**src/sv/idet_ram.sv**
```systemverilog
`timescale 1ns / 1ps
`default_nettype none
// ---------------------------------------------------------------------------
// idet_ram
// Generic simple dual-port RAM with a registered read.
// ---------------------------------------------------------------------------
module idet_ram #(
  parameter int WIDTH = 8,
  parameter int DEPTH = 64
) (
  input  wire logic                     clk,
  input  wire logic                     we,
  input  wire logic [$clog2(DEPTH)-1:0] waddr,
  input  wire logic [WIDTH-1:0]         wdata,
  input  wire logic [$clog2(DEPTH)-1:0] raddr,
  output logic      [WIDTH-1:0]         rdata
);
  logic [WIDTH-1:0] mem [DEPTH];

  always_ff @(posedge clk) begin
    if (we) begin
      mem[waddr] <= wdata;
    end
    rdata <= mem[raddr];
  end
endmodule
`default_nettype wire

```
**config.mk**
```make
export PLATFORM = sky130hd
export DESIGN_NAME = idet_ram
export DESIGN_NICKNAME = d
export VERILOG_FILES = /design/src/sv/idet_ram.sv
export SDC_FILE = /design/constraint.sdc
export NUM_CORES = 1
export LEC_CHECK = 0
export ABC_AREA = 1
export BUFFER_PORTS_ARGS = -buffer_cell sky130_fd_sc_hd__buf_2
export CORE_ASPECT_RATIO = 2
export CORE_MARGIN = 5
export CORE_UTILIZATION = 38
export CTS_CLUSTER_DIAMETER = 100
export DETAILED_ROUTE_END_ITERATION = 8
export SYNTH_ARGS = -nofsm -noshare
export SYNTH_HDL_FRONTEND = slang
export SYNTH_SLANG_ARGS = --single-unit
```
**constraint.sdc**
```tcl
create_clock -name clk -period 2.15 [get_ports clk]
set_input_delay 0 -clock clk [delete_from_list [all_inputs] [get_ports clk]]
set_output_delay 0 -clock clk [all_outputs]
set_load 0.03 [all_outputs]
```
==> results.toml, run 1 <==
[cts]
post_cts_buffers = 0
cts_root_buf = "clkbuf_16"
cts_tree = "yes"
clk_latency_ps = 560
htree_levels = 2
clkSlewWorstSetupHoldPaths_ps = 70
cts.sinks = 520
numCtsBuffers = 40
clockBufferDepth = 3

[grt]
grt-ovfl-total = 0
grtUsageTotal = 0.186
grt_max_degree = 123
antenna_found_initial = 1
grt_pass1_vias = 13700
grt_pass1_wl_um = 85400

[pwr]
ir_drop_mv = 0.505
power.density_mw_per_mm2 = 838
p_leak_nw = 8.63

[yosys]
ys_types = 16
yosysSeqAreaShare = 0.728
syn_nets = 1827
ys_warn_count = 0
synth_top_area_cell = "edfxtp_1"
syn_area_sq_mm = 0.0213
ys_seq_elements = 520
synth_top_area_frac = 0.720
synthCells = 1805
synth.area.top_cells = "edfxtp_1 (72%), nand2_1 (11%), nand3_1 (10%)"
synth.avg_cell_area_sq_um = 11.8

[layout]
multi_input_area_sq_mm = 0.00495
fin_nets = 1896
n_fill_cell = 5220
mostFrequentLayoutCells = "nand2_1 (648), edfxtp_1 (512), nand3_1 (439)"
seqCellArea_sq_mm = 0.0155
area_growth_pct = 12.5
layout_commonest_cell = "nand2_1"
drive_gt1_frac = 0.0994

[outcome]
status = "completed"

[floorplan]
num_rows = 123
die_w_um = 178
core_sq_mm = 0.0560
die-area_sq_mm = 0.0613
initial_core_util = 0.381
io_pins = 30
dieHeight_um = 345

[detailed_routing]
firstDrtPassIters = 5
vias = 13800
routed_wl_um = 57400
initialDrtViolationCount = 1301
drtAntennaViolNets = 0
post_drt_wl_per_cell_um = 21.6
viasPerCell = 5.19
route.detailed.drc = 0

[timing]
setup_viol = 0
fin_hold_ws_ps = 14.7
max_freq_mhz = 532
tightestPinTransition_ps = 731
drv_slew = 0
fin_worst_skew_ps = 19.6
period_needed_ps = 1880
relSlewSlack = 0.513
rsz0062_at_grt = "no"
finalHoldViolCount = 0
finalSetupTns_ps = 0
fin_crit_sh = 0.874

[setup_path]
path_depth = 9
arrival_ps = 2310
crit_family = "simple AND/OR/NAND/NOR gates"
critical_path.cell_chain = "nand2_1 -> nand3_1 -> nand3_1 -> nand2_1 -> nand2_1 -> nand3_1 -> nand3_1 -> nand2_1 -> dlygate4sd3_1"
cp_slowest_cell = "dlygate4sd3_1"
critical_path.max_fanout = 1
r2r.worst_path.cells = 9
cp-end-kind = "flip-flop"
startpoint_type = "flip-flop"
crit_required_ps = 2580
worst-path-buf-inv = 1
slowest_delay_ps = 550
crit_type = "reg -> reg"

[place]
dp_hpwl_um = 35700
io_buffers = 29
place.gp.congestion = 0.880

[job]
cap_violations = 0

[min_path]
min_delay_path_depth = 1
hold_class = "in -> reg"
-- area by class of cell --
type,count,area share
well taps,750,0.0391
multi-input cells,1160,0.206
clock inverters,23,0.00922
diodes,1,0.000104
inverters,12,0.00219
flip-flops and latches,520,0.647
clock buffers,47,0.0437
repair buffers,140,0.0526
-- state kept, by name (all words and copies together), names as in the netlist --
name and cells:
rdata 8, mem 512
-- logic make-up after synthesis --
group | Yosys count | share of synthesized area
buffers and inverters | 125 | 0.0402
flip-flops | 520 | 0.728
AND/OR/NAND/NOR | 1160 | 0.232
-- worst register-to-register path, cell delays in order (launching register included) --
cell and delay (ps):
edfxtp_1 380, nand2_1 80, nand3_1 120, nand3_1 190, nand2_1 80, nand2_1 90, nand3_1 120, nand3_1 110
nand2_1 60, dlygate4sd3_1 550
-- power breakdown --
| group | internal, W | switching, W | total, W | leakage, nW |
|---|---|---|---|---|
| combinational | 0.000380 | 0.00107 | 0.00145 | 3.35 |
| sequential | 0.0112 | 0.0000398 | 0.0112 | 4.67 |
| clock | 0.00399 | 0.00344 | 0.00742 | 0.606 |
-- per-stage QoR --
step	instances	total power [W]	setup slack, ps	cell area [sq um]	util
after CTS	2652	0.0203	283	24000	0.429
after detailed placement	2572	0.0129	432	22600	0.404
final	2653	0.0201	271	24000	0.429
after global placement	2572	0.0129	435	22600	0.404
after floorplan	1805	0.0123	384	21300	-
after global routing	2653	0.0207	207	24000	0.429
-- worst paths after layout --
| path | start | to | slack [ps] |
|---|---|---|---|
| min | wdata[0] | mem[30][0] | 10 |
| max | mem[19][4] | rdata[4] | 270 |
| min reg2reg | mem[20][2] | rdata[2] | 840 |
| max reg2reg | mem[19][4] | rdata[4] | 270 |
-- cell usage after synthesis --
library cell	n
inv_6	1
buf_8	2
dfxtp_1	8
buf_2	37
inv_2	1
nor4_1	8
buf_6	35
edfxtp_1	512
inv_1	10
nand2_1	648
clkbuf_1	15
nor2_1	56
nand4_1	9
buf_4	14
buf_1	10
nand3_1	439
-- metal layers --
| layer | global-route usage | up-vias | wire [um] | share of wire |
|---|---|---|---|---|
| li1 | - | 6459 | - | - |
| met4 | 0.115 | 0 | 4050 | 0.071 |
| met2 | 0.338 | 461 | 30400 | 0.53 |
| met1 | 0.208 | 6715 | 20400 | 0.36 |
| met3 | 0.0142 | 139 | 2500 | 0.043 |
| met5 | 0 | - | 0 | 0 |
-- what timing repair did --
action                                 CTS  global route
endpoints found under the hold margin  159             0
hold buffers                            10             0
gates resized for setup                  0             0
No activity file was read; power rests on OpenSTA's default activity.
==> run 2, diff against run 1 <==
--- a/config.mk
+++ b/config.mk
@@ -6,12 +6,14 @@
 export NUM_CORES = 1
 export LEC_CHECK = 0
 export ABC_AREA = 1
-export BUFFER_PORTS_ARGS = -buffer_cell sky130_fd_sc_hd__buf_2
+export BUFFER_PORTS_ARGS = -buffer_cell sky130_fd_sc_hd__buf_4
 export CORE_ASPECT_RATIO = 2
 export CORE_MARGIN = 5
 export CORE_UTILIZATION = 38
 export CTS_CLUSTER_DIAMETER = 100
 export DETAILED_ROUTE_END_ITERATION = 8
+export GPL_ROUTABILITY_DRIVEN = 0
+export RECOVER_POWER = 25
 export SYNTH_ARGS = -nofsm -noshare
 export SYNTH_HDL_FRONTEND = slang
 export SYNTH_SLANG_ARGS = --single-unit
==> results.toml, run 2 (synthesis gave the netlist of run 1 again) <==
[outcome]
status = "finished, violations left"
violations = "max-capacitance violations, max-slew violations"

[pwr]
p_seq_frac = 0.554
p_leak_nw = 8.64
switching_share = 0.226
ir_drop_mv = 0.475
p_switching_w = 0.00459
p_int_w = 0.0157
power.density_mw_per_mm2 = 844
p_comb_frac = 0.073
p_clk_frac = 0.373

[setup_path]
crit_required_ps = 2630
startpoint_type = "input pin"
critical_path.cell_chain = "dlygate4sd3_1 -> buf_4 -> clkinvlp_4 -> nand2_1 -> nand3_1 -> nand3_1 -> dlygate4sd3_1 -> nand2_1"
critical_path.max_fanout = 34
cp_slowest_cell = "dlygate4sd3_1"
crit_type = "in -> reg"
cp-end-kind = "flip-flop"
slowest_delay_ps = 560
r2r.worst_path.cells = 9
arrival_ps = 2490

[timing]
drv_slew = 232
fin_worst_skew_ps = 17.4
rsz0062_at_grt = "no"
setup_viol = 0
tightestPinTransition_ps = 1850
finalHoldViolCount = 0
finalSetupTns_ps = 0
period_needed_ps = 2010
fin_crit_sh = 0.934
relSlewSlack = -0.235
max_freq_mhz = 498

[detailed_routing]
viasPerCell = 5.27
route.detailed.drc = 0
post_drt_wl_per_cell_um = 22.7
firstDrtPassIters = 5
vias = 14000
drtAntennaViolNets = 0
routed_wl_um = 60400
initialDrtViolationCount = 1426

[layout]
largest_reg_flops = 512
largest_registers = "mem: 512 flops, rdata: 8 flops"
layout_commonest_cell = "nand2_1"
mostFrequentLayoutCells = "nand2_1 (648), edfxtp_1 (512), nand3_1 (439)"
fin_util = 0.429
n_fill_cell = 5192
area_growth_pct = 12.7
max_flop_register = "mem"
drive_gt1_frac = 0.0942
antenna_cells = 0
fin_nets = 1902

[cts]
clkSlewWorstSetupHoldPaths_ps = 70
cts_root_buf = "clkbuf_16"
htree_levels = 2
post_cts_buffers = 0
numCtsBuffers = 41
cts_tree = "yes"
clockBufferDepth = 3
clk_latency_ps = 580
cts.sinks = 520

[place]
io_buffers = 29
dp_hpwl_um = 38700

[grt]
grt_pass1_vias = 14000
grt_pass1_wl_um = 88300
grt-ovfl-total = 0
grt_max_degree = 147
grtUsageTotal = 0.195
antenna_found_initial = 0

[floorplan]
die_w_um = 178
num_rows = 123
io_pins = 30
core_sq_mm = 0.0560
die-area_sq_mm = 0.0613
dieHeight_um = 345
initial_core_util = 0.381

[min_path]
min_delay_path_depth = 7
hold_class = "in -> reg"

[job]
cap_violations = 6
run 2: power groups by stage:
stage | Sequential [W] | Clock (W) | Combinational [W]
6_report | 0.0113 | 0.00758 | 0.00148
5_1_grt | 0.0113 | 0.00808 | 0.00159
4_1_cts | 0.0113 | 0.00769 | 0.00149
3_5_place_dp | 0.0115 | 0 | 0.00146
3_3_place_gp | 0.0115 | 0 | 0.00145
2_1_floorplan | 0.0115 | 0 | 0.000789
run 2: worst paths after layout:
check,startpoint,endpoint,slack (ps)
worst max-delay path,raddr[3],rdata[3],140
worst min-delay path,raddr[2],rdata[5],260
worst max register to register,mem[16][3],rdata[3],260
worst min register to register,mem[34][3],rdata[3],840
run 2: area by class of cell:
cell class,instances,area [sq um],share of cell area
multi-input cells,1160,4950,0.206
clock buffers,54,1150,0.0477
repair buffers,144,1260,0.0525
inverters,12,56.3,0.00234
repair inverters,1,5.00,0.000208
clock inverters,20,168,0.00697
well taps,750,938,0.0390
flip-flops and latches,520,15500,0.646
run 2: critical path: cells and delay by family:
kind / cells / cell delay, ps
AND/OR/NAND/NOR: 4 / 550
buffers and inverters: 4 / 1920
run 2: stage by stage:
stage                     power [W]  cell area (sq um)  hold WS [ps]  worst slack [ps]  instances
final                        0.0203              24100           255               141       2661
after global routing         0.0209              24100           271              90.8       2661
after CTS                    0.0204              24100           245              20.8       2660
after detailed placement     0.0129              22600           351               464       2568
after global placement       0.0129              22600           365               467       2568
after floorplan              0.0123              21300          98.9               384       1805
run 2: layer usage:
layer  vias up  share of wire  track usage
met2       514           0.55        0.366
met4         0          0.063        0.108
met5         -              0            0
li1       6477              -            -
met3       155          0.048       0.0202
met1      6877           0.34        0.208
run 2: what timing repair did:
item                                   CTS  global route
resized for setup                        0             1
hold buffers                            18             0
endpoints found under the hold margin  273             0
setup endpoints to repair                0             2
