### src/sv/idet_pkg.sv
`timescale 1ns / 1ps
`default_nettype none
// ---------------------------------------------------------------------------
// idet_pkg
// Shared widths and types of the integer matrix determinant block.
// ---------------------------------------------------------------------------
package idet_pkg;
  localparam int MAX_ORDER  = 8;
  localparam int ORD_W      = 4;
  localparam int ELEM_W     = 7;
  localparam int DET_W      = 64;
  localparam int ELEM_DEPTH = MAX_ORDER * MAX_ORDER;
  localparam int ELEM_AW    = $clog2(ELEM_DEPTH);
  localparam int SUB_DEPTH  = 2 ** MAX_ORDER;
  localparam int SUB_AW     = MAX_ORDER;
  localparam int COL_W      = $clog2(MAX_ORDER);
  localparam int CNT_W      = ELEM_AW + 1;

  typedef struct packed {
    logic clear;
    logic en;
    logic sub;
    logic unit_minor;
  } mac_ctrl_t;
endpackage
`default_nettype wire

### src/sv/idet_mac.sv
`timescale 1ns / 1ps
`default_nettype none
// ---------------------------------------------------------------------------
// idet_mac
// Shared multiply-accumulate unit: adds or subtracts element times minor.
// ---------------------------------------------------------------------------
module idet_mac (
  input  wire logic                             clk,
  input  wire idet_pkg::mac_ctrl_t              ctrl,
  input  wire logic [idet_pkg::ELEM_W-1:0]      elem,
  input  wire logic [idet_pkg::DET_W-1:0]       minor,
  output logic      [idet_pkg::DET_W-1:0]       acc
);
  import idet_pkg::*;

  logic [DET_W-1:0] acc_r, acc_nxt;
  logic [DET_W-1:0] minor_x, prod;

  // A seven-bit by 64-bit product; only the low 64 bits are kept.
  assign minor_x = ctrl.unit_minor ? DET_W'(1) : minor;
  assign prod    = DET_W'($signed(elem) * $signed(minor_x));

  always_comb begin
    acc_nxt = acc_r;
    if (ctrl.clear) begin
      acc_nxt = '0;
    end else if (ctrl.en) begin
      acc_nxt = ctrl.sub ? acc_r - prod : acc_r + prod;
    end
  end

  always_ff @(posedge clk) begin
    acc_r <= acc_nxt;
  end

  assign acc = acc_r;
endmodule
`default_nettype wire

### config.mk
export PLATFORM = sky130hd
export DESIGN_NAME = idet_mac
export DESIGN_NICKNAME = d
export VERILOG_FILES = /design/src/sv/idet_pkg.sv /design/src/sv/idet_mac.sv
export SDC_FILE = /design/constraint.sdc
export NUM_CORES = 1
export LEC_CHECK = 0
export BUFFER_PORTS_ARGS = -buffer_cell sky130_fd_sc_hd__buf_2
export CORE_ASPECT_RATIO = 1.1
export CORE_MARGIN = 1.5
export CORE_UTILIZATION = 60
export CTS_BUF_LIST = sky130_fd_sc_hd__clkbuf_8
export DETAILED_ROUTE_END_ITERATION = 16
export PLACE_DENSITY = 0.85
export SETUP_SLACK_MARGIN = 0.1
export SLEW_MARGIN = 20
export SYNTH_ARGS = -nofsm -noshare
export SYNTH_HDL_FRONTEND = slang
export SYNTH_SLANG_ARGS = --single-unit
### constraint.sdc
create_clock -name clk -period 12.2 [get_ports clk]
set_input_delay 1.22 -clock clk [delete_from_list [all_inputs] [get_ports clk]]
set_output_delay 1.22 -clock clk [all_outputs]
set_load 0.01 [all_outputs]
==> impl_metrics.py, run 1 <==
metrics = {
    "sta": {
        "final_sum_of_negative_setup_slack_ns": 0,
        "worst_clock_skew_ns": 0.0202,
        "post-route-min-period_ns": 11.07,
        "setup_viol": 0,
        "fmax_mhz": 90.4,
        "report.final.hold_viol_count": 0,
        "grt_setup_unrepaired": "false",
        "worst-slew-pin-transition_ns": 1.13,
        "worst_slew_margin_rel": 0.241,
        "post-route-period-util": 0.907,
        "slew_violations": 0,
        "timing.final.ws_setup_ns": 1.13,
    },
    "grt": {
        "grt-ovfl-total": 0,
        "gr-usage-met1": 0.437,
        "number_of_global_route_vias_before_repair": 19900,
        "globalRoute.busiestLayer": "met2",
        "m2_gr_usage": 0.503,
        "grt_first_pass_wirelength_um": 99000,
        "grt_use_met3": 0.0505,
        "grt_use_total": 0.313,
        "initial_antenna_violation_count": 1,
        "largest_net_degree_at_the_start_of_global_routing": 77,
    },
    "routing": {
        "remaining_drc_errors": 0,
        "drtPass1Iterations": 7,
        "via_count": 20300,
        "drt.antenna.violating_nets": 0,
        "detailedRoute.firstIterationViolations": 1612,
        "detail_route.wirelength_um": 60500,
        "routedWlPerCell_um": 18.2,
        "vias_per_cell": 6.10,
    },
    "logic_synthesis": {
        "synth_seq_area_share": 0.0573,
        "synth.avg_cell_area_sq_um": 8.04,
        "synthArstFlopShare": 0,
        "synth_edf_count": 0,
        "syn-cell-area_sq_um": 22400,
        "yosysWarnings": 0,
        "synth.ff_latch_count": 64,
        "synth-main-ff-cell": "dfxtp_1",
        "synth_cells": 2780,
        "mappedNetlistNets": 3343,
        "unique_masters_post_synth": 98,
    },
    "worst_setup_path": {
        "critical_path.max_stage_delay_ns": 0.95,
        "worst_ep_required_time_ns": 12.47,
        "crit_start_category": "input port",
        "worst_ep_arrival_time_ns": 11.34,
        "path_delay_family": "simple AND/OR/NAND/NOR gates",
        "critPathKind": "input port to flop",
        "crit_buf_inv": 4,
        "slowest_cell_on_the_critical_path": "nor2b_2",
        "worst-path-max-fanout": 29,
        "endpoint_kind": "flop",
        "critPathMostFrequentCell": "fa_1",
    },
    "cts": {
        "ctsResizeCount": 0,
        "clk_pin_slew_ns": 0.07,
        "tritoncts_clock_tree": "yes",
        "cts.path.max_buffers": 2,
        "number_of_hold_buffers_added_after_cts": 0,
        "clk_latency_ns": 0.39,
        "cts_made_buffers": 9,
        "cts_root_buf": "clkbuf_8",
        "cts.repair_timing.setup_buffer_count": 0,
        "cts.htree.levels": 3,
        "clkSinkCount": 64,
    },
    "die": {
        "floorplan.die.width_um": 187,
        "core_area_sq_um": 36400,
        "dieArea_sq_um": 38400,
        "io_pins": 140,
        "die_height_um": 205,
        "core.rowCount": 73,
        "initial_utilization": 0.614,
    },
    "status": {
        "outcome": "finished, final reports clean",
    },
    "pwr": {
        "powerDensity_nw_per_um2": 230,
        "irDropWorstVdd_mv": 0.134,
        "lkg_pwr_nw": 11.5,
    },
    "min_path": {
        "worstHoldPathType": "flop to flop",
    },
    "place": {
        "pre_cts_setup_slack_ns": 0.891,
        "dp.final_hpwl_um": 49300,
        "io_buffer_count": 139,
        "gp_routability_congestion": 1.01,
    },
    "final_layout": {
        "register_area_sq_um": 1280,
        "nets": 3390,
        "fill_cells": 3077,
        "flip_flop_count_of_the_largest_register_all_copies_and_words_added": 64,
        "final_layout_size_suffix_gt1_frac": 0.0756,
        "multi_input_area_sq_um": 19300,
        "areaGrowthSynthToFinish_pct": 5.25,
    },
    "run": {
        "cap_viol_max_count": 0,
    },
}
-- cells by family (layout without fill, tap and decap cells) --
kind of cell | Yosys count | in the layout | share of synthesized area
mux | 48 | 48 | 0.0218
other cells | 0 | 3 | 0
xor+xnor | 157 | 157 | 0.0618
flops | 64 | 64 | 0.0573
simple gates | 947 | 947 | 0.229
fa+ha+maj | 487 | 487 | 0.371
buf+inv | 462 | 513 | 0.0784
compound gates | 615 | 615 | 0.181
-- path summary, 6_finish.rpt --
path                            startpoint      end  slack (ns)  cells past startpoint
worst max register to register      acc[0]  acc[48]        7.96                     17
worst max-delay path               elem[2]  acc[63]        1.13                     34
worst min-delay path               acc[58]  acc[58]        0.48                      2
worst min register to register     acc[58]  acc[58]        0.48                      2
-- worst reg2reg max path: stages, from the launching register on --
cell and delay [ns]:
dfxtp_1 0.33, inv_1 0.06, ha_1 0.13, inv_1 0.06, fa_1 0.40, a21o_1 0.17
a21oi_1 0.25, o21ai_0 0.13, a211o_1 0.33, a41oi_1 0.39, o311a_1 0.29, o21ai_0 0.19
a221oi_1 0.56, nor3b_1 0.14, o22ai_1 0.23, o21ai_0 0.16, xnor2_1 0.16, o22ai_1 0.10
-- placed cells by master (no fill, tap or decap), types with 95 or more instances in the layout --
master,n
a21oi_1,219
ha_1,193
fa_1,294
inv_1,340
nor2_1,164
buf_2,139
xnor2_1,110
and2_1,304
a21o_1,95
nand2_1,178
-- through the flow --
step | hold WS [ns] | cells | power [mW] | area (sq um) | util
after floorplan | 0.498 | 2780 | 4.06 | 22400 | -
final | 0.482 | 3321 | 5.41 | 23500 | 0.646
after global routing | 0.516 | 3318 | 5.94 | 23500 | 0.646
after CTS | 0.489 | 3318 | 5.32 | 23500 | 0.645
after global placement | 0.472 | 3303 | 4.99 | 23300 | 0.640
after detailed placement | 0.479 | 3303 | 5.11 | 23300 | 0.640
-- synthesized netlist by cell type (all sizes together) (6+ instances only) --
cell type / n / share of area
a2111oi: 8 / 0.0041
a211o: 12 / 0.0047
a211oi: 23 / 0.0083
a21boi: 10 / 0.0035
a21o: 96 / 0.033
a21oi: 221 / 0.050
a221oi: 6 / 0.0029
a31oi: 14 / 0.0039
and2: 304 / 0.085
and3: 23 / 0.0064
and4: 8 / 0.0031
buf: 13 / 0.0031
clkbuf: 107 / 0.018
dfxtp: 64 / 0.057
fa: 294 / 0.26
ha: 193 / 0.11
inv: 342 / 0.057
mux2i: 43 / 0.019
nand2: 178 / 0.030
nand2b: 20 / 0.0056
nand3: 44 / 0.010
nand3b: 6 / 0.0020
nand4: 39 / 0.011
nor2: 164 / 0.028
nor2b: 35 / 0.0098
nor3: 52 / 0.012
nor3b: 10 / 0.0034
nor4: 16 / 0.0051
o211ai: 10 / 0.0036
o21a: 34 / 0.011
o21ai: 84 / 0.019
o21bai: 24 / 0.0081
o22ai: 7 / 0.0020
o31ai: 11 / 0.0037
or2: 7 / 0.0020
or3: 17 / 0.0048
or4: 8 / 0.0029
xnor2: 111 / 0.044
xor2: 46 / 0.018
-- where the power goes --
| group | internal, mW | total [mW] | switching (mW) |
|---|---|---|---|
| clock | 0.0923 | 0.186 | 0.0942 |
| combinational | 1.95 | 4.87 | 2.93 |
| sequential | 0.282 | 0.350 | 0.0674 |
-- per-layer routing --
| layer | vias up | routed length (um) |
|---|---|---|
| met4 | 0 | 1450 |
| met3 | 107 | 4730 |
| met2 | 890 | 27300 |
| met5 | - | 0 |
| li1 | 9440 | - |
| met1 | 9826 | 27000 |
-- cell type report --
class / instances / area share
antenna: 3 / 0.000319
inverter: 342 / 0.0545
multi-input combinational: 2254 / 0.822
timing repair buffer: 156 / 0.0350
sequential: 64 / 0.0544
tap: 487 / 0.0259
clock inverter: 6 / 0.00260
clock buffer: 9 / 0.00526
Power figures use the tool's default switching activity.
==> run 2: changes to the inputs <==
Settings changed: CORE_UTILIZATION 60 to 35, PLACE_DENSITY 0.85 to 0.57, SLEW_MARGIN 20 to 30.
==> impl_metrics.py, run 2 (synthesis results as in run 1) <==
metrics = {
    "die": {
        "core.rowCount": 97,
        "core_area_sq_um": 63500,
        "floorplan.die.width_um": 244,
        "die_height_um": 268,
        "io_pins": 140,
        "initial_utilization": 0.352,
        "dieArea_sq_um": 65400,
    },
    "routing": {
        "detailedRoute.firstIterationViolations": 1089,
        "remaining_drc_errors": 0,
        "vias_per_cell": 5.24,
        "routedWlPerCell_um": 17.5,
        "drtPass1Iterations": 5,
        "via_count": 19300,
        "drt.antenna.violating_nets": 0,
        "detail_route.wirelength_um": 64200,
    },
    "place": {
        "place_area_sq_um": 23800,
        "dp.final_hpwl_um": 53400,
        "io_buffer_count": 139,
        "gp_routability_congestion": 0.879,
    },
    "sta": {
        "setup_viol": 0,
        "grt_setup_unrepaired": "false",
        "worst_clock_skew_ns": 0.0193,
        "post-route-min-period_ns": 10.74,
        "report.final.hold_viol_count": 0,
        "fmax_mhz": 93.1,
        "slew_violations": 0,
        "worst_slew_margin_rel": 0.442,
        "worst-slew-pin-transition_ns": 0.831,
        "post-route-period-util": 0.880,
        "final_sum_of_negative_setup_slack_ns": 0,
    },
    "pwr": {
        "switchingPower_mw": 3.05,
        "irDropWorstVdd_mv": 0.0883,
        "clock_power_share": 0.047,
        "lkg_pwr_nw": 11.6,
        "pwr-share-seq": 0.066,
        "switching_share": 0.561,
        "internal_power_mw": 2.39,
        "part_of_the_total_power_dissipated_in_combinational_logic": 0.888,
        "powerDensity_nw_per_um2": 226,
    },
    "cts": {
        "cts_made_buffers": 9,
        "cts.path.max_buffers": 2,
        "tritoncts_clock_tree": "yes",
        "clk_latency_ns": 0.37,
        "number_of_hold_buffers_added_after_cts": 0,
        "clk_pin_slew_ns": 0.08,
        "ctsResizeCount": 0,
        "cts.repair_timing.setup_buffer_count": 0,
        "clkSinkCount": 64,
        "cts.htree.levels": 3,
        "cts_root_buf": "clkbuf_8",
    },
    "worst_setup_path": {
        "crit_start_category": "input port",
        "worst_ep_arrival_time_ns": 11.00,
        "slowest_cell_on_the_critical_path": "nor4_1",
        "worst-path-max-fanout": 23,
        "endpoint_kind": "flop",
        "critPathKind": "input port to flop",
        "critical_path.max_stage_delay_ns": 0.57,
        "worst_ep_required_time_ns": 12.46,
    },
    "status": {
        "outcome": "finished, final reports clean",
    },
    "final_layout": {
        "final_layout_size_suffix_gt1_frac": 0.0769,
        "areaGrowthSynthToFinish_pct": 7.74,
        "flip_flop_count_of_the_largest_register_all_copies_and_words_added": 64,
        "final_common_cell": "inv_1",
        "nets": 3393,
        "mostFrequentLayoutCells": "inv_1 (340), and2_1 (304), fa_1 (294)",
        "stdcell_area_sq_um": 24100,
    },
    "grt": {
        "largest_net_degree_at_the_start_of_global_routing": 77,
        "grt-ovfl-total": 0,
        "grt_use_total": 0.196,
        "grt_first_pass_wirelength_um": 104000,
        "number_of_global_route_vias_before_repair": 19200,
        "initial_antenna_violation_count": 3,
    },
    "min_path": {
        "worstHoldPathType": "flop to flop",
    },
    "run": {
        "cap_viol_max_count": 0,
    },
}
[run 2: changes by cell type in the layout (fill, tap and decap cells not counted), sizes merged]
cell	change
clkinv	-3
buf	+3
clkbuf	+1
bufinv	+3
clkinvlp	-1
diode	-2
[run 2: cell type report]
class                      instances  area (sq um)
timing repair buffer             159           846
multi-input combinational       2254         19400
clock buffer                      10           138
antenna                            1          2.50
clock inverter                     5           129
tap                              841          1050
inverter                         342          1280
sequential                        64          1280
fill                            6619         39400
[run 2: per-stage QoR]
step | setup WS, ns | hold WS (ns) | power [mW] | utilization | std cells
finish | 1.46 | 0.495 | 5.44 | 0.380 | 3676
global route | 0.859 | 0.531 | 6.04 | 0.380 | 3676
CTS | 1.54 | 0.503 | 5.42 | 0.379 | 3675
detailed placement | 1.13 | 0.491 | 5.14 | 0.375 | 3660
global placement | 1.28 | 0.484 | 5.15 | 0.375 | 3660
floorplan | 2.18 | 0.498 | 4.06 | - | 2780
[run 2: per-layer routing]
layer | GRT usage | share of wire | up-vias
met5 | 0 | 0.00026 | -
met4 | 0.0437 | 0.017 | 4
met3 | 0.0102 | 0.031 | 56
met2 | 0.317 | 0.45 | 384
met1 | 0.288 | 0.50 | 9383
li1 | - | - | 9436
[run 2: path summary, 6_finish.rpt]
kind | from | endpoint | slack (ns) | cells after the start
hold / removal | acc[61] | acc[61] | 0.49 | 2
setup / recovery | ctrl[0] | acc[63] | 1.46 | 36
hold reg to reg | acc[61] | acc[61] | 0.49 | 2
setup reg to reg | acc[0] | acc[48] | 7.90 | 17
[run 2: power by group through the flow]
stage	logic, mW	registers [mW]	clock network [mW]
3_3_place_gp	4.79	0.367	0
2_1_floorplan	3.69	0.362	0
3_5_place_dp	4.78	0.365	0
4_1_cts	4.80	0.360	0.263
5_1_grt	5.41	0.367	0.267
6_report	4.83	0.356	0.254
[run 2: critical path: cells and delay by family]
| kind | cells | cell delay (ns) |
|---|---|---|
| AO/OA/AOI/OAI | 11 | 2.94 |
| XOR/XNOR | 1 | 0.16 |
| adder cells (fa/ha/maj) | 6 | 2.81 |
| buffers and inverters | 6 | 0.87 |
| multiplexers | 2 | 0.49 |
| AND/OR/NAND/NOR | 10 | 2.49 |
==> run 3: changes to the inputs <==
==> constraint.sdc (replaced) <==
create_clock -name clk -period 12.2 [get_ports clk]
set_input_delay 0.61 -clock clk [delete_from_list [all_inputs] [get_ports clk]]
set_output_delay 0.61 -clock clk [all_outputs]
set_load 0.01 [all_outputs]
==> impl_metrics.py, run 3 (synthesis results as in run 1) <==
metrics = {
    "min_path": {
        "hp-start": "acc[61]",
        "worstHoldPathType": "flop to flop",
    },
    "cts": {
        "number_of_hold_buffers_added_after_cts": 0,
        "cts.repair_timing.setup_buffer_count": 0,
        "clk_pin_slew_ns": 0.08,
        "cts.htree.levels": 3,
        "tritoncts_clock_tree": "yes",
        "ctsResizeCount": 0,
        "cts_made_buffers": 9,
        "clk_latency_ns": 0.39,
        "cts.path.max_buffers": 2,
        "cts_root_buf": "clkbuf_8",
        "clkSinkCount": 64,
    },
    "status": {
        "outcome": "finished, final reports clean",
    },
    "run": {
        "cap_viol_max_count": 0,
    },
    "die": {
        "core_area_sq_um": 63500,
        "initial_utilization": 0.352,
        "core.rowCount": 97,
        "floorplan.die.width_um": 244,
        "io_pins": 140,
        "dieArea_sq_um": 65400,
        "die_height_um": 268,
    },
    "sta": {
        "report.final.hold_viol_count": 0,
        "worst_slew_margin_rel": 0.440,
        "setup_viol": 0,
        "worst_clock_skew_ns": 0.0138,
        "post-route-period-util": 0.842,
        "timing.final.ws_setup_ns": 1.93,
        "post-route-min-period_ns": 10.27,
        "slew_violations": 0,
        "final_sum_of_negative_setup_slack_ns": 0,
        "grt_setup_unrepaired": "false",
        "fmax_mhz": 97.4,
        "worst-slew-pin-transition_ns": 0.839,
    },
    "pwr": {
        "p_total_mw": 5.39,
        "irDropWorstVdd_mv": 0.0956,
        "clock_power_share": 0.038,
        "lkg_pwr_nw": 11.6,
        "powerDensity_nw_per_um2": 224,
        "internal_power_mw": 2.34,
        "switching_share": 0.566,
        "pwr-share-seq": 0.066,
        "part_of_the_total_power_dissipated_in_combinational_logic": 0.896,
        "switchingPower_mw": 3.06,
    },
    "worst_setup_path": {
        "worst_ep_required_time_ns": 12.48,
        "regToRegStartpoint": "acc[0]",
        "timing.reg2reg.setup_slack_ns": 7.86,
        "slowest_cell_on_the_critical_path": "a2111oi_0",
        "worst-path-max-fanout": 19,
        "worst_setup_path_startpoint": "elem[6]",
        "critical_path.max_stage_delay_ns": 0.72,
        "endpoint_kind": "flop",
        "critPathKind": "input port to flop",
        "crit_start_category": "input port",
        "worst_ep_arrival_time_ns": 10.55,
    },
    "final_layout": {
        "fin_util": 0.379,
        "areaGrowthSynthToFinish_pct": 7.65,
        "final_common_cell": "inv_1",
        "final_layout_size_suffix_gt1_frac": 0.0782,
        "mostFrequentLayoutCells": "inv_1 (341), and2_1 (304), fa_1 (294)",
        "flip_flop_count_of_the_largest_register_all_copies_and_words_added": 64,
        "stdcell_area_sq_um": 24100,
        "fill_cells": 6510,
        "nets": 3399,
    },
    "grt": {
        "grt-ovfl-total": 0,
        "grt_first_pass_wirelength_um": 105000,
        "initial_antenna_violation_count": 4,
        "number_of_global_route_vias_before_repair": 19000,
        "largest_net_degree_at_the_start_of_global_routing": 77,
        "grt_use_total": 0.199,
    },
    "place": {
        "pre_cts_setup_slack_ns": 1.67,
        "io_buffer_count": 139,
        "dp.final_hpwl_um": 54400,
        "place_area_sq_um": 23900,
        "gp_routability_congestion": 0.881,
    },
    "routing": {
        "routedWlPerCell_um": 17.6,
        "drt.antenna.violating_nets": 0,
        "drtPass1Iterations": 8,
        "via_count": 19200,
        "detailedRoute.firstIterationViolations": 1173,
        "detail_route.wirelength_um": 65000,
        "remaining_drc_errors": 0,
        "vias_per_cell": 5.22,
    },
}
-- run 3: cell count changes in the layout (fill, tap and decap cells not counted) --
cell / before / now
nor3_1: 50 / 51
clkinvlp_4: 0 / 1
clkinv_4: 1 / 0
inv_1: 340 / 341
clkbuf_8: 10 / 12
nor3_2: 2 / 1
buf_4: 20 / 26
bufinv_16: 4 / 1
-- run 3: cell type report --
class	instances	area, sq um	area share
multi-input cells	2254	19400	0.804
inverters	342	1280	0.0533
flip-flops and latches	64	1280	0.0532
well taps	841	1050	0.0437
repair buffers	165	891	0.0370
clock buffers	12	165	0.00686
clock inverters	3	41.3	0.00172
diodes	1	2.50	0.000104
-- run 3: stage by stage --
stage | hold WS (ns) | std cells
finish | 0.492 | 3682
global placement | 0.480 | 3666
detailed placement | 0.484 | 3666
global route | 0.512 | 3682
floorplan | 0.498 | 2780
CTS | 0.496 | 3681
-- run 3: path summary, 6_finish.rpt --
check	to	cells past startpoint
max	acc[56]	33
min	acc[61]	2
max reg2reg	acc[48]	17
min reg2reg	acc[61]	2
-- run 3: metal layers --
| layer | wire length [um] | global-route usage |
|---|---|---|
| met2 | 29300 | 0.322 |
| met3 | 2430 | 0.0108 |
| met5 | 27 | 0 |
| met1 | 32000 | 0.289 |
| met4 | 1240 | 0.0475 |
-- run 3: power groups by stage --
stage | combinational [mW] | clock (mW) | sequential (mW)
after floorplan | 3.69 | 0 | 0.362
after global placement | 4.78 | 0 | 0.368
after detailed placement | 4.78 | 0 | 0.366
after CTS | 4.80 | 0.211 | 0.360
after global routing | 5.41 | 0.219 | 0.368
final | 4.83 | 0.206 | 0.357
-- run 3: critical path: cells and delay by family --
kind                     cells  cell delay [ns]
adder cells (fa/ha/maj)      6             2.77
AND/OR/NAND/NOR              6             1.59
AO/OA/AOI/OAI               15             4.29
XOR/XNOR                     2             0.38
buffers and inverters        4             0.90
